<file path="src/hw/rtl/kvte_pkg.sv">
// kvte_pkg: shared types and constants of the keyed value token extractor.
// No dependencies; imported by every kvte module.
package kvte_pkg;

  // configuration register indexes
  localparam int CFG_ADDR_W = 1;
  localparam logic [CFG_ADDR_W-1:0] REG_KEY_NAME   = 1'b0;
  localparam logic [CFG_ADDR_W-1:0] REG_KEY_LENGTH = 1'b1;

  localparam int KEY_NAME_W = 64;
  localparam int KEY_LEN_W  = 4;
  localparam logic [KEY_LEN_W-1:0] KEY_LEN_RESET = 4'd2;

  localparam int VLEN_W = 5;  // value_length field width

  // characters
  localparam logic [7:0] CH_AMP   = 8'h26;
  localparam logic [7:0] CH_QMARK = 8'h3f;
  localparam logic [7:0] CH_EQ    = 8'h3d;
  localparam logic [7:0] CH_SEMI  = 8'h3b;
  localparam logic [7:0] CH_SPACE = 8'h20;
  localparam logic [7:0] CH_LF    = 8'h0a;
  localparam logic [7:0] CH_NUL   = 8'h00;

  // per-message summary handed from front to back
  typedef struct packed {
    logic found;
    logic by_q;
    logic bank;
  } msg_info_t;

  localparam int MSG_INFO_W = $bits(msg_info_t);

  // value bank handed back once its last byte has been read out
  typedef struct packed {
    logic valid;
    logic bank;
  } bank_rel_t;

  function automatic logic is_stop(input logic [7:0] b);
    return (b == CH_AMP) || (b == CH_SEMI) || (b == CH_SPACE) ||
           (b == CH_NUL) || (b == CH_LF);
  endfunction

endpackage

</file>
<file path="src/hw/rtl/kvte_front.sv">
// kvte_front: key registers, byte window, key pattern match and value capture.
// Depends on kvte_pkg. Writes value bytes into the banked stores of kvte_back.
module kvte_front import kvte_pkg::*; #(
  parameter int MAX_VALUE_LEN = 29,
  parameter int MAX_KEY_LEN   = 8,
  localparam int CW = $clog2(MAX_VALUE_LEN + 1)
) (
  input  logic                  clk,
  input  logic                  rst_n,
  input  logic                  cfg_wr_en,
  input  logic [CFG_ADDR_W-1:0] cfg_addr,
  input  logic [KEY_NAME_W-1:0] cfg_wr_data,
  input  logic                  in_tvalid,
  output logic                  in_tready,
  input  logic [7:0]            in_tdata,
  input  logic                  in_tlast,
  // value store write side
  output logic                  amp_we,
  output logic                  q_we,
  output logic                  wr_bank,
  output logic [CW-1:0]         amp_wr_idx,
  output logic [CW-1:0]         q_wr_idx,
  output logic [7:0]            wr_data,
  // descriptor push
  output logic                  desc_push,
  output msg_info_t             desc_info,
  output logic [CW-1:0]         desc_cnt,
  input  logic                  desc_full,
  input  bank_rel_t             bank_rel
);

  localparam int LW = $clog2(MAX_KEY_LEN + 1);

  logic [KEY_NAME_W-1:0] key_name_r;
  logic [KEY_LEN_W-1:0]  key_length_r;

  logic [7:0]    recent_r [MAX_KEY_LEN+1];
  logic [7:0]    recent_nxt [MAX_KEY_LEN+1];
  logic          amp_matched_r, amp_matched_nxt;
  logic          amp_cap_r, amp_cap_nxt;
  logic [CW-1:0] amp_cnt_r, amp_cnt_nxt;
  logic          q_matched_r, q_matched_nxt;
  logic          q_cap_r, q_cap_nxt;
  logic [CW-1:0] q_cnt_r, q_cnt_nxt;
  logic          text_ended_r, text_ended_nxt;
  logic          cur_bank_r;
  logic [1:0]    busy_r, busy_nxt;

  logic                 accept;
  logic [LW-1:0]        len_eff;
  logic [MAX_KEY_LEN:0] amp_hit_l, q_hit_l;
  logic                 amp_pat, q_pat;

  // stepped per-message values before the end-of-message clear
  logic          s_amp_m, s_amp_c, s_q_m, s_q_c, s_end;
  logic [CW-1:0] s_amp_n, s_q_n;

  assign in_tready = !busy_r[cur_bank_r] && !desc_full;
  assign accept    = in_tvalid && in_tready;

  always_ff @(posedge clk) begin
    if (!rst_n) begin
      key_name_r   <= '0;
      key_length_r <= KEY_LEN_RESET;
    end else if (cfg_wr_en) begin
      case (cfg_addr)
        REG_KEY_NAME:   key_name_r   <= cfg_wr_data;
        REG_KEY_LENGTH: key_length_r <= cfg_wr_data[KEY_LEN_W-1:0];
        default: ;
      endcase
    end
  end

  assign len_eff = (key_length_r > KEY_LEN_W'(MAX_KEY_LEN)) ? LW'(MAX_KEY_LEN)
                                                            : LW'(key_length_r);

  // One compare set per possible key length; slot 0 holds the previous byte.
  always_comb begin
    logic body_ok;
    for (int l = 0; l <= MAX_KEY_LEN; l++) begin
      body_ok = 1'b1;
      for (int j = 1; j <= l; j++) begin
        body_ok = body_ok && (recent_r[j-1] == key_name_r[8*(l-j) +: 8]);
      end
      amp_hit_l[l] = body_ok && (in_tdata == CH_EQ) && (recent_r[l] == CH_AMP);
      q_hit_l[l]   = body_ok && (in_tdata == CH_EQ) && (recent_r[l] == CH_QMARK);
    end
  end

  assign amp_pat = amp_hit_l[len_eff];
  assign q_pat   = q_hit_l[len_eff];

  assign wr_bank    = cur_bank_r;
  assign amp_wr_idx = amp_cnt_r;
  assign q_wr_idx   = q_cnt_r;
  assign wr_data    = in_tdata;

  always_comb begin
    s_amp_m = amp_matched_r;
    s_amp_c = amp_cap_r;
    s_amp_n = amp_cnt_r;
    s_q_m   = q_matched_r;
    s_q_c   = q_cap_r;
    s_q_n   = q_cnt_r;
    s_end   = text_ended_r;
    amp_we  = 1'b0;
    q_we    = 1'b0;
    for (int i = 0; i <= MAX_KEY_LEN; i++) recent_nxt[i] = recent_r[i];

    if (accept && !text_ended_r) begin
      if (in_tdata == CH_NUL) begin
        s_end   = 1'b1;
        s_amp_c = 1'b0;
        s_q_c   = 1'b0;
      end else begin
        if (amp_cap_r) begin
          if (is_stop(in_tdata) || amp_cnt_r >= CW'(MAX_VALUE_LEN)) begin
            s_amp_c = 1'b0;
          end else begin
            amp_we  = 1'b1;
            s_amp_n = amp_cnt_r + 1'b1;
            if (s_amp_n >= CW'(MAX_VALUE_LEN)) s_amp_c = 1'b0;
          end
        end
        if (q_cap_r) begin
          if (is_stop(in_tdata) || q_cnt_r >= CW'(MAX_VALUE_LEN)) begin
            s_q_c = 1'b0;
          end else begin
            q_we  = 1'b1;
            s_q_n = q_cnt_r + 1'b1;
            if (s_q_n >= CW'(MAX_VALUE_LEN)) s_q_c = 1'b0;
          end
        end
        recent_nxt[0] = in_tdata;
        for (int i = 1; i <= MAX_KEY_LEN; i++) recent_nxt[i] = recent_r[i-1];
        if (!amp_matched_r && amp_pat) begin
          s_amp_m = 1'b1;
          s_amp_c = 1'b1;
        end
        if (!q_matched_r && q_pat) begin
          s_q_m = 1'b1;
          s_q_c = 1'b1;
        end
      end
    end

    desc_push       = accept && in_tlast;
    desc_info.found = s_amp_m || s_q_m;
    desc_info.by_q  = !s_amp_m && s_q_m;
    desc_info.bank  = cur_bank_r;
    desc_cnt        = s_amp_m ? s_amp_n : (s_q_m ? s_q_n : '0);

    amp_matched_nxt = s_amp_m;
    amp_cap_nxt     = s_amp_c;
    amp_cnt_nxt     = s_amp_n;
    q_matched_nxt   = s_q_m;
    q_cap_nxt       = s_q_c;
    q_cnt_nxt       = s_q_n;
    text_ended_nxt  = s_end;
    if (desc_push) begin
      amp_matched_nxt = 1'b0;
      amp_cap_nxt     = 1'b0;
      amp_cnt_nxt     = '0;
      q_matched_nxt   = 1'b0;
      q_cap_nxt       = 1'b0;
      q_cnt_nxt       = '0;
      text_ended_nxt  = 1'b0;
      for (int i = 0; i <= MAX_KEY_LEN; i++) recent_nxt[i] = '0;
    end

    busy_nxt = busy_r;
    if (bank_rel.valid) busy_nxt[bank_rel.bank] = 1'b0;
    if (desc_push)      busy_nxt[cur_bank_r]    = 1'b1;
  end

  always_ff @(posedge clk) begin
    if (!rst_n) begin
      for (int i = 0; i <= MAX_KEY_LEN; i++) recent_r[i] <= '0;
      amp_matched_r <= 1'b0;
      amp_cap_r     <= 1'b0;
      amp_cnt_r     <= '0;
      q_matched_r   <= 1'b0;
      q_cap_r       <= 1'b0;
      q_cnt_r       <= '0;
      text_ended_r  <= 1'b0;
      cur_bank_r    <= 1'b0;
      busy_r        <= '0;
    end else begin
      for (int i = 0; i <= MAX_KEY_LEN; i++) recent_r[i] <= recent_nxt[i];
      amp_matched_r <= amp_matched_nxt;
      amp_cap_r     <= amp_cap_nxt;
      amp_cnt_r     <= amp_cnt_nxt;
      q_matched_r   <= q_matched_nxt;
      q_cap_r       <= q_cap_nxt;
      q_cnt_r       <= q_cnt_nxt;
      text_ended_r  <= text_ended_nxt;
      busy_r        <= busy_nxt;
      if (desc_push) cur_bank_r <= !cur_bank_r;
    end
  end

endmodule

</file>
<file path="src/hw/rtl/kvte_desc_fifo.sv">
// kvte_desc_fifo: two-entry queue of per-message descriptors, front to back.
// Depends on kvte_pkg only for the common import style.
module kvte_desc_fifo import kvte_pkg::*; #(
  parameter int DW = 8
) (
  input  logic          clk,
  input  logic          rst_n,
  input  logic          push,
  input  logic [DW-1:0] push_data,
  output logic          full,
  input  logic          pop,
  output logic          valid,
  output logic [DW-1:0] head_data
);

  logic [DW-1:0] entry_r [2];
  logic          wr_ptr_r, rd_ptr_r;
  logic [1:0]    count_r;

  assign full      = (count_r == 2'd2);
  assign valid     = (count_r != 2'd0);
  assign head_data = entry_r[rd_ptr_r];

  always_ff @(posedge clk) begin
    if (push) entry_r[wr_ptr_r] <= push_data;
  end

  always_ff @(posedge clk) begin
    if (!rst_n) begin
      wr_ptr_r <= 1'b0;
      rd_ptr_r <= 1'b0;
      count_r  <= 2'd0;
    end else begin
      if (push) wr_ptr_r <= !wr_ptr_r;
      if (pop)  rd_ptr_r <= !rd_ptr_r;
      case ({push, pop})
        2'b10:   count_r <= count_r + 2'd1;
        2'b01:   count_r <= count_r - 2'd1;
        default: count_r <= count_r;
      endcase
    end
  end

endmodule

</file>
<file path="src/hw/rtl/kvte_back.sv">
// kvte_back: banked value stores, read sequencer and output register.
// Depends on kvte_pkg. Fed by kvte_front writes and kvte_desc_fifo.
module kvte_back import kvte_pkg::*; #(
  parameter int MAX_VALUE_LEN = 29,
  localparam int CW = $clog2(MAX_VALUE_LEN + 1)
) (
  input  logic              clk,
  input  logic              rst_n,
  input  logic              amp_we,
  input  logic              q_we,
  input  logic              wr_bank,
  input  logic [CW-1:0]     amp_wr_idx,
  input  logic [CW-1:0]     q_wr_idx,
  input  logic [7:0]        wr_data,
  input  logic              desc_valid,
  input  msg_info_t         desc_info,
  input  logic [CW-1:0]     desc_cnt,
  output logic              desc_pop,
  output bank_rel_t         bank_rel,
  output logic              out_tvalid,
  input  logic              out_tready,
  output logic [15:0]       out_tdata,
  output logic [2:0]        out_tuser,
  output logic              out_tlast
);

  localparam int DEPTH = 2 * MAX_VALUE_LEN;
  localparam int AW    = $clog2(DEPTH);

  logic [7:0] amp_mem [DEPTH];
  logic [7:0] q_mem   [DEPTH];
  logic [7:0] amp_rd_r, q_rd_r;

  logic [CW-1:0] k_r;
  logic          s1_valid_r, s1_bv_r, s1_found_r, s1_byq_r, s1_last_r;
  logic [CW-1:0] s1_len_r;

  logic              out_valid_r;
  logic [7:0]        out_byte_r;
  logic              out_bv_r, out_found_r, out_byq_r, out_last_r;
  logic [VLEN_W-1:0] out_len_r;

  logic          out_adv, s1_en, issue, is_last, empty_msg;
  logic [AW-1:0] amp_wr_addr, q_wr_addr, rd_addr;

  assign amp_wr_addr = (wr_bank ? AW'(MAX_VALUE_LEN) : AW'(0)) + AW'(amp_wr_idx);
  assign q_wr_addr   = (wr_bank ? AW'(MAX_VALUE_LEN) : AW'(0)) + AW'(q_wr_idx);
  assign rd_addr     = (desc_info.bank ? AW'(MAX_VALUE_LEN) : AW'(0)) + AW'(k_r);

  assign out_adv   = !out_valid_r || out_tready;
  assign s1_en     = !s1_valid_r || out_adv;
  assign issue     = desc_valid && s1_en;
  assign empty_msg = (desc_cnt == '0);
  assign is_last   = empty_msg || (CW'(k_r + 1'b1) == desc_cnt);
  assign desc_pop  = issue && is_last;

  assign bank_rel.valid = desc_pop;
  assign bank_rel.bank  = desc_info.bank;

  always_ff @(posedge clk) begin
    if (amp_we) amp_mem[amp_wr_addr] <= wr_data;
    if (q_we)   q_mem[q_wr_addr]     <= wr_data;
    if (issue) begin
      amp_rd_r <= amp_mem[rd_addr];
      q_rd_r   <= q_mem[rd_addr];
    end
  end

  always_ff @(posedge clk) begin
    if (issue) begin
      s1_bv_r    <= !empty_msg;
      s1_found_r <= desc_info.found;
      s1_byq_r   <= desc_info.by_q;
      s1_last_r  <= is_last;
      s1_len_r   <= desc_cnt;
    end
    if (out_adv && s1_valid_r) begin
      out_byte_r  <= s1_bv_r ? (s1_byq_r ? q_rd_r : amp_rd_r) : 8'h00;
      out_bv_r    <= s1_bv_r;
      out_found_r <= s1_found_r;
      out_byq_r   <= s1_byq_r;
      out_last_r  <= s1_last_r;
      out_len_r   <= VLEN_W'(s1_len_r);
    end
  end

  always_ff @(posedge clk) begin
    if (!rst_n) begin
      k_r         <= '0;
      s1_valid_r  <= 1'b0;
      out_valid_r <= 1'b0;
    end else begin
      if (issue) k_r <= is_last ? '0 : CW'(k_r + 1'b1);
      if (s1_en)   s1_valid_r  <= issue;
      if (out_adv) out_valid_r <= s1_valid_r;
    end
  end

  assign out_tvalid = out_valid_r;
  assign out_tdata  = {3'b000, out_len_r, out_byte_r};
  assign out_tuser  = {out_byq_r, out_found_r, out_bv_r};
  assign out_tlast  = out_last_r;

endmodule

</file>
<file path="src/hw/rtl/keyed_value_token_extractor_unit.sv">
// keyed_value_token_extractor_unit: top level of the keyed value extractor.
// Depends on kvte_pkg, kvte_front, kvte_desc_fifo and kvte_back.
//
//  channel | dir | handshake            | word contents
//  --------+-----+----------------------+---------------------------------------------
//  in_     | in  | in_tvalid/in_tready  | tdata[7:0] message byte, tlast end of message
//  out_    | out | out_tvalid/out_tready| tdata value byte + length, tuser flags, tlast
//  cfg_    | in  | cfg_wr_en only       | addr 0 key name, addr 1 key length
//
// Cycles: one message byte is taken per clock while in_tready is high. Matching is
// one set of parallel compares against the byte window, so there is no per-byte loop.
// At end of message the back end plays out one result word per clock, while out_tready
// is high, from the value store of that message (a read stage, then the output register).
// Two value banks: the front fills one bank while the back drains the other.
// in_tready drops only if the front needs a bank the back has not drained yet,
// i.e. when a message ends while the back still holds the message before it.
// Reset: synchronous, active low; clears control state and the key name, and sets the key length to 2.
// Value stores are not cleared; only bytes written in the same message are read.
module keyed_value_token_extractor_unit import kvte_pkg::*; #(
  parameter int MAX_VALUE_LEN = 29,
  parameter int MAX_KEY_LEN   = 8
) (
  input  logic                  clk,
  input  logic                  rst_n,
  // configuration
  input  logic                  cfg_wr_en,
  input  logic [CFG_ADDR_W-1:0] cfg_addr,
  input  logic [KEY_NAME_W-1:0] cfg_wr_data,
  // message words
  input  logic                  in_tvalid,
  output logic                  in_tready,
  input  logic [7:0]            in_tdata,   // [7:0] message_byte
  input  logic                  in_tlast,   // end_of_message
  // result words
  output logic                  out_tvalid,
  input  logic                  out_tready,
  output logic [15:0]           out_tdata,  // [7:0] value_byte, [12:8] value_length
  output logic [2:0]            out_tuser,  // [0] byte_valid, [1] found, [2] found_by_question
  output logic                  out_tlast   // last_of_run
);

  localparam int CW = $clog2(MAX_VALUE_LEN + 1);
  localparam int DW = MSG_INFO_W + CW;

  logic          amp_we, q_we, wr_bank;
  logic [CW-1:0] amp_wr_idx, q_wr_idx;
  logic [7:0]    wr_data;

  logic          desc_push, desc_full, desc_pop, desc_valid;
  msg_info_t     push_info, head_info;
  logic [CW-1:0] push_cnt, head_cnt;
  logic [DW-1:0] head_data;
  bank_rel_t     bank_rel;

  // front: window, key match, capture into the current bank
  kvte_front #(
    .MAX_VALUE_LEN (MAX_VALUE_LEN),
    .MAX_KEY_LEN   (MAX_KEY_LEN)
  ) u_front (
    .clk         (clk),
    .rst_n       (rst_n),
    .cfg_wr_en   (cfg_wr_en),
    .cfg_addr    (cfg_addr),
    .cfg_wr_data (cfg_wr_data),
    .in_tvalid   (in_tvalid),
    .in_tready   (in_tready),
    .in_tdata    (in_tdata),
    .in_tlast    (in_tlast),
    .amp_we      (amp_we),
    .q_we        (q_we),
    .wr_bank     (wr_bank),
    .amp_wr_idx  (amp_wr_idx),
    .q_wr_idx    (q_wr_idx),
    .wr_data     (wr_data),
    .desc_push   (desc_push),
    .desc_info   (push_info),
    .desc_cnt    (push_cnt),
    .desc_full   (desc_full),
    .bank_rel    (bank_rel)
  );

  // one descriptor per finished message
  kvte_desc_fifo #(
    .DW (DW)
  ) u_desc_fifo (
    .clk       (clk),
    .rst_n     (rst_n),
    .push      (desc_push),
    .push_data ({push_info, push_cnt}),
    .full      (desc_full),
    .pop       (desc_pop),
    .valid     (desc_valid),
    .head_data (head_data)
  );

  assign head_info = head_data[DW-1 -: MSG_INFO_W];
  assign head_cnt  = head_data[CW-1:0];

  // back: reads the chosen value out, one word per clock while out_tready is high
  kvte_back #(
    .MAX_VALUE_LEN (MAX_VALUE_LEN)
  ) u_back (
    .clk        (clk),
    .rst_n      (rst_n),
    .amp_we     (amp_we),
    .q_we       (q_we),
    .wr_bank    (wr_bank),
    .amp_wr_idx (amp_wr_idx),
    .q_wr_idx   (q_wr_idx),
    .wr_data    (wr_data),
    .desc_valid (desc_valid),
    .desc_info  (head_info),
    .desc_cnt   (head_cnt),
    .desc_pop   (desc_pop),
    .bank_rel   (bank_rel),
    .out_tvalid (out_tvalid),
    .out_tready (out_tready),
    .out_tdata  (out_tdata),
    .out_tuser  (out_tuser),
    .out_tlast  (out_tlast)
  );

endmodule
</file>
<file path="config.mk">
export PLATFORM = sky130hd
export DESIGN_NAME = keyed_value_token_extractor_unit
export DESIGN_NICKNAME = d
export VERILOG_FILES = /design/src/hw/rtl/kvte_pkg.sv /design/src/hw/rtl/kvte_front.sv /design/src/hw/rtl/kvte_desc_fifo.sv /design/src/hw/rtl/kvte_back.sv /design/src/hw/rtl/keyed_value_token_extractor_unit.sv
export SDC_FILE = /design/constraint.sdc
export NUM_CORES = 2
export LEC_CHECK = 0
export ABC_AREA = 0
export BUFFER_PORTS_ARGS = -buffer_cell sky130_fd_sc_hd__buf_2
export CORE_ASPECT_RATIO = 0.75
export CORE_UTILIZATION = 60
export CTS_CLUSTER_SIZE = 25
export DETAILED_ROUTE_END_ITERATION = 8
export PLACE_DENSITY = 0.88
export SLEW_MARGIN = 10
export SYNTH_ARGS = -nofsm -noshare
export SYNTH_HDL_FRONTEND = slang
export SYNTH_HIERARCHICAL = 1
export SYNTH_SLANG_ARGS = --single-unit
export TNS_END_PERCENT = 5
</file>
<file path="constraint.sdc">
create_clock -name clk -period 4.3 [get_ports clk]
set_input_delay 0.215 -clock clk [delete_from_list [all_inputs] [get_ports clk]]
set_output_delay 0.215 -clock clk [all_outputs]
set_load 0.01 [all_outputs]
</file>
==> results.yml <==
setup_path:
  critPathBufInv: 1
  cp-start-kind: "register"
  crit_family: "simple AND/OR/NAND/NOR gates"
  cp-end-kind: "register"
  cp.arrival_ns: 4.71
  cp_slowest_stage_delay_ns: 0.75
  critical_path_required_ns: 4.79
  r2r_slack_ns: 0.08
  path_class: "reg -> reg"
  crit_fanout: 7
  cpMaxStageDelayCell: "nor4_1"
  worstPathCellList: "xor2_1, nor4_1, nand4_1, nor4_1, buf_4, nand4_1, a31oi_1, o21ai_0, mux2i_1"
yosys:
  yosysWarnings: 6
  yosys-top-cells-area: "edfxtp_1 (60%), mux4_2 (10%), dfxtp_1 (6.9%)"
  synthXorXnorAreaFrac_pct: 5.78
  synth_mux_area_share_pct: 11.9
  synthDominantAreaCellType: "edfxtp_1"
  synth_compound_area_share_pct: 4.05
  ys_ff_latch: 1156
  synth-async-reset-ratio_pct: 0
  synthesis.instances: 3291
  synth_cell_types: 84
  synth_edf_count: 986
  avgSynthCellArea_um2: 15.0
  synth_top_family_by_area: "multiplexers"
  ys.flop_type: "edfxtp_1"
  synth_simple_gate_area_share_pct: 8.41
  yosysSeqAreaShare_pct: 66.7
  synthAdderAreaFrac_pct: 0.581
  synth.top_cell.area_share_pct: 59.8
  syn_area_mm2: 0.0495
timing:
  fin_worst_skew_ns: 0.0599
  worst_pin_slew_ns: 1.38
  finalHoldViolCount: 0
  setup_viol: 0
  fin_crit_sh_pct: 98.1
  rsz0062_at_grt: "false"
  min_period_ns: 4.22
  slew_violations: 0
  slew_headroom_pct: 7.93
  fmax_mhz: 237
  tns_ns: 0
die:
  dieArea_mm2: 0.0837
  io_pins: 101
  initial_core_util_pct: 61.0
  num_rows: 90
  die_y_um: 251
  fp.dieW_um: 334
  fp.coreArea_mm2: 0.0811
hold_path:
  hp-class: "in -> reg"
placement:
  gp_congestion: 1.06
  placed_cells: 4351
  post_dp_cell_area_mm2: 0.0516
  port_buffers: 97
  dp_hpwl_mm: 89.6
global_route:
  grt.overflow.total: 0
  grt_pass1_vias: 31400
  track_usage_pct: 35.2
  grt_pass1_wl_mm: 213
  antenna_found_initial: 0
  grt_max_degree: 116
status:
  run_status: "finished, final reports clean"
final_layout:
  fin_area_mm2: 0.0559
  layout_common_cells: "edfxtp_1 (986), nand2_1 (440), mux4_2 (230)"
  fin_nets: 3578
  areaGrowthSynthToFinish_pct: 13.0
  drive_gt1_share_pct: 19.2
  fin_cells: 4624
  final_common_cell: "edfxtp_1"
  final_util_pct: 69.0
clocking:
  postCtsSetupRepairBufs: 0
  htreeDepth: 3
  clock_sinks: 1156
  clkTransAtPathRegs_ns: 0.07
  clk_path_buf_depth: 3
  cts_resized: 0
  cts_inserted_buffers: 101
  worstSkewPairLatency_ns: 0.71
  cts_tree: "yes"
  clockRootBuffer: "clkbuf_16"
routing:
  final_antenna_net_count: 0
  drc_errors: 0
  wire_per_inst_um: 31.7
  dr_total_vias: 31800
  drt_wl_total_mm: 147
  drt-pass1-iter-count: 6
  route.met3.wl_mm: 21.5
  drt_iter0_markers: 5159
  met1_length_mm: 52.4
  vias_per_cell: 6.87
  top_layer: "met4"
  met2_length_mm: 66.2
run:
  max-cap-violations: 0
pwr:
  power_density_mw_per_mm2: 464
  irDropWorstVdd_mv: 0.380
  p_leak_nw: 19.2
==> power breakdown <==
part,leakage (nW),internal [mW],switching [mW]
Combinational,7.21,1.61,2.13
Sequential,10.3,12.3,0.167
Clock,1.75,5.54,4.25
==> metal layers <==
metal  up-vias  track usage [%]
met4         0             14.1
li1      12700                -
met3       518             10.8
met5         -                0
met1     15700             47.9
met2      2841             53.3
==> path summary, 6_finish.rpt <==
check                                                    startpoint  cells past startpoint                                   to
worst min-delay path                                    in_tdata[6]                      2        u_back/q_mem[13][6]$_DFFE_PP_
worst max-delay path            u_front/recent_r[0][1]$_SDFFE_PP0P_                      9  u_desc_fifo/entry_r[0][4]$_DFFE_PP_
worst min register to register          u_back/s1_found_r$_DFFE_PP_                      0         u_back/out_found_r$_DFFE_PP_
worst max register to register  u_front/recent_r[0][1]$_SDFFE_PP0P_                      9  u_desc_fifo/entry_r[0][4]$_DFFE_PP_
==> what timing repair did <==
| item | CTS | global route |
|---|---|---|
| hold buffers | 79 | 0 |
| endpoints found under the hold margin | 193 | 0 |
| endpoints found under the setup margin | 0 | 0 |
==> kinds of logic after synthesis <==
kind of cell | count (synthesis)
other | 1
xor gates and xnor gates | 326
AOI/OAI and AO/OA | 298
DFF | 1156
and+or+nand+nor | 920
adders and majority gates | 23
buffers and inverters | 266
muxes | 301
==> worst register-to-register path, stage by stage, from the launching register on <==
cell	delay, ns
dfxtp_1	0.73
xor2_1	0.21
nor4_1	0.75
nand4_1	0.48
nor4_1	0.58
buf_4	0.20
nand4_1	0.28
a31oi_1	0.29
o21ai_0	0.15
mux2i_1	0.32
==> metrics by stage <==
step / setup slack, ns / hold slack (ns) / total power, mW
6_report: 0.0817 / 0.162 / 26.0
2_1_floorplan: 0.866 / 0.333 / 15.1
3_5_place_dp: 0.406 / 0.405 / 16.2
3_3_place_gp: 0.408 / 0.405 / 16.1
4_1_cts: 0.377 / 0.149 / 25.9
5_1_grt: 0.176 / 0.173 / 26.5
==> Yosys cell counts (29+ instances only) <==
master	instances
a21boi_0	68
a21oi_1	103
buf_1	29
buf_2	32
buf_4	43
clkbuf_1	137
dfxtp_1	170
edfxtp_1	986
mux2i_1	58
mux4_2	230
nand2_1	441
nand3_1	89
nand4_1	44
nor2_1	171
nor4_1	60
xnor2_1	121
xor2_1	204
==> flip-flops by register name, summed over array words and instances, names as in the netlist, 2 cells and up, named ones only <==
name	cells
u_front/key_name_r	64
u_back/out_len_r	5
u_back/q_mem	464
u_back/amp_rd_r	8
u_front/recent_r	72
u_back/q_rd_r	8
u_back/s1_len_r	5
u_back/amp_mem	464
u_front/busy_r	2
u_desc_fifo/entry_r	16
u_desc_fifo/count_r	2
u_front/q_wr_idx	5
u_front/amp_wr_idx	5
u_back/k_r	5
u_back/out_byte_r	8
u_front/key_length_r	4
==> final cells by class <==
cell class / count / area [um2]
clock buffers: 124 / 2750
clock inverters: 67 / 813
fillers: 4881 / 25100
flip-flops and latches: 1156 / 33000
inverters: 19 / 71.3
well taps: 1058 / 1320
multi-input cells: 1871 / 15300
diodes: 2 / 5.00
repair buffers: 327 / 2620
Power figures use the tool's default switching activity.
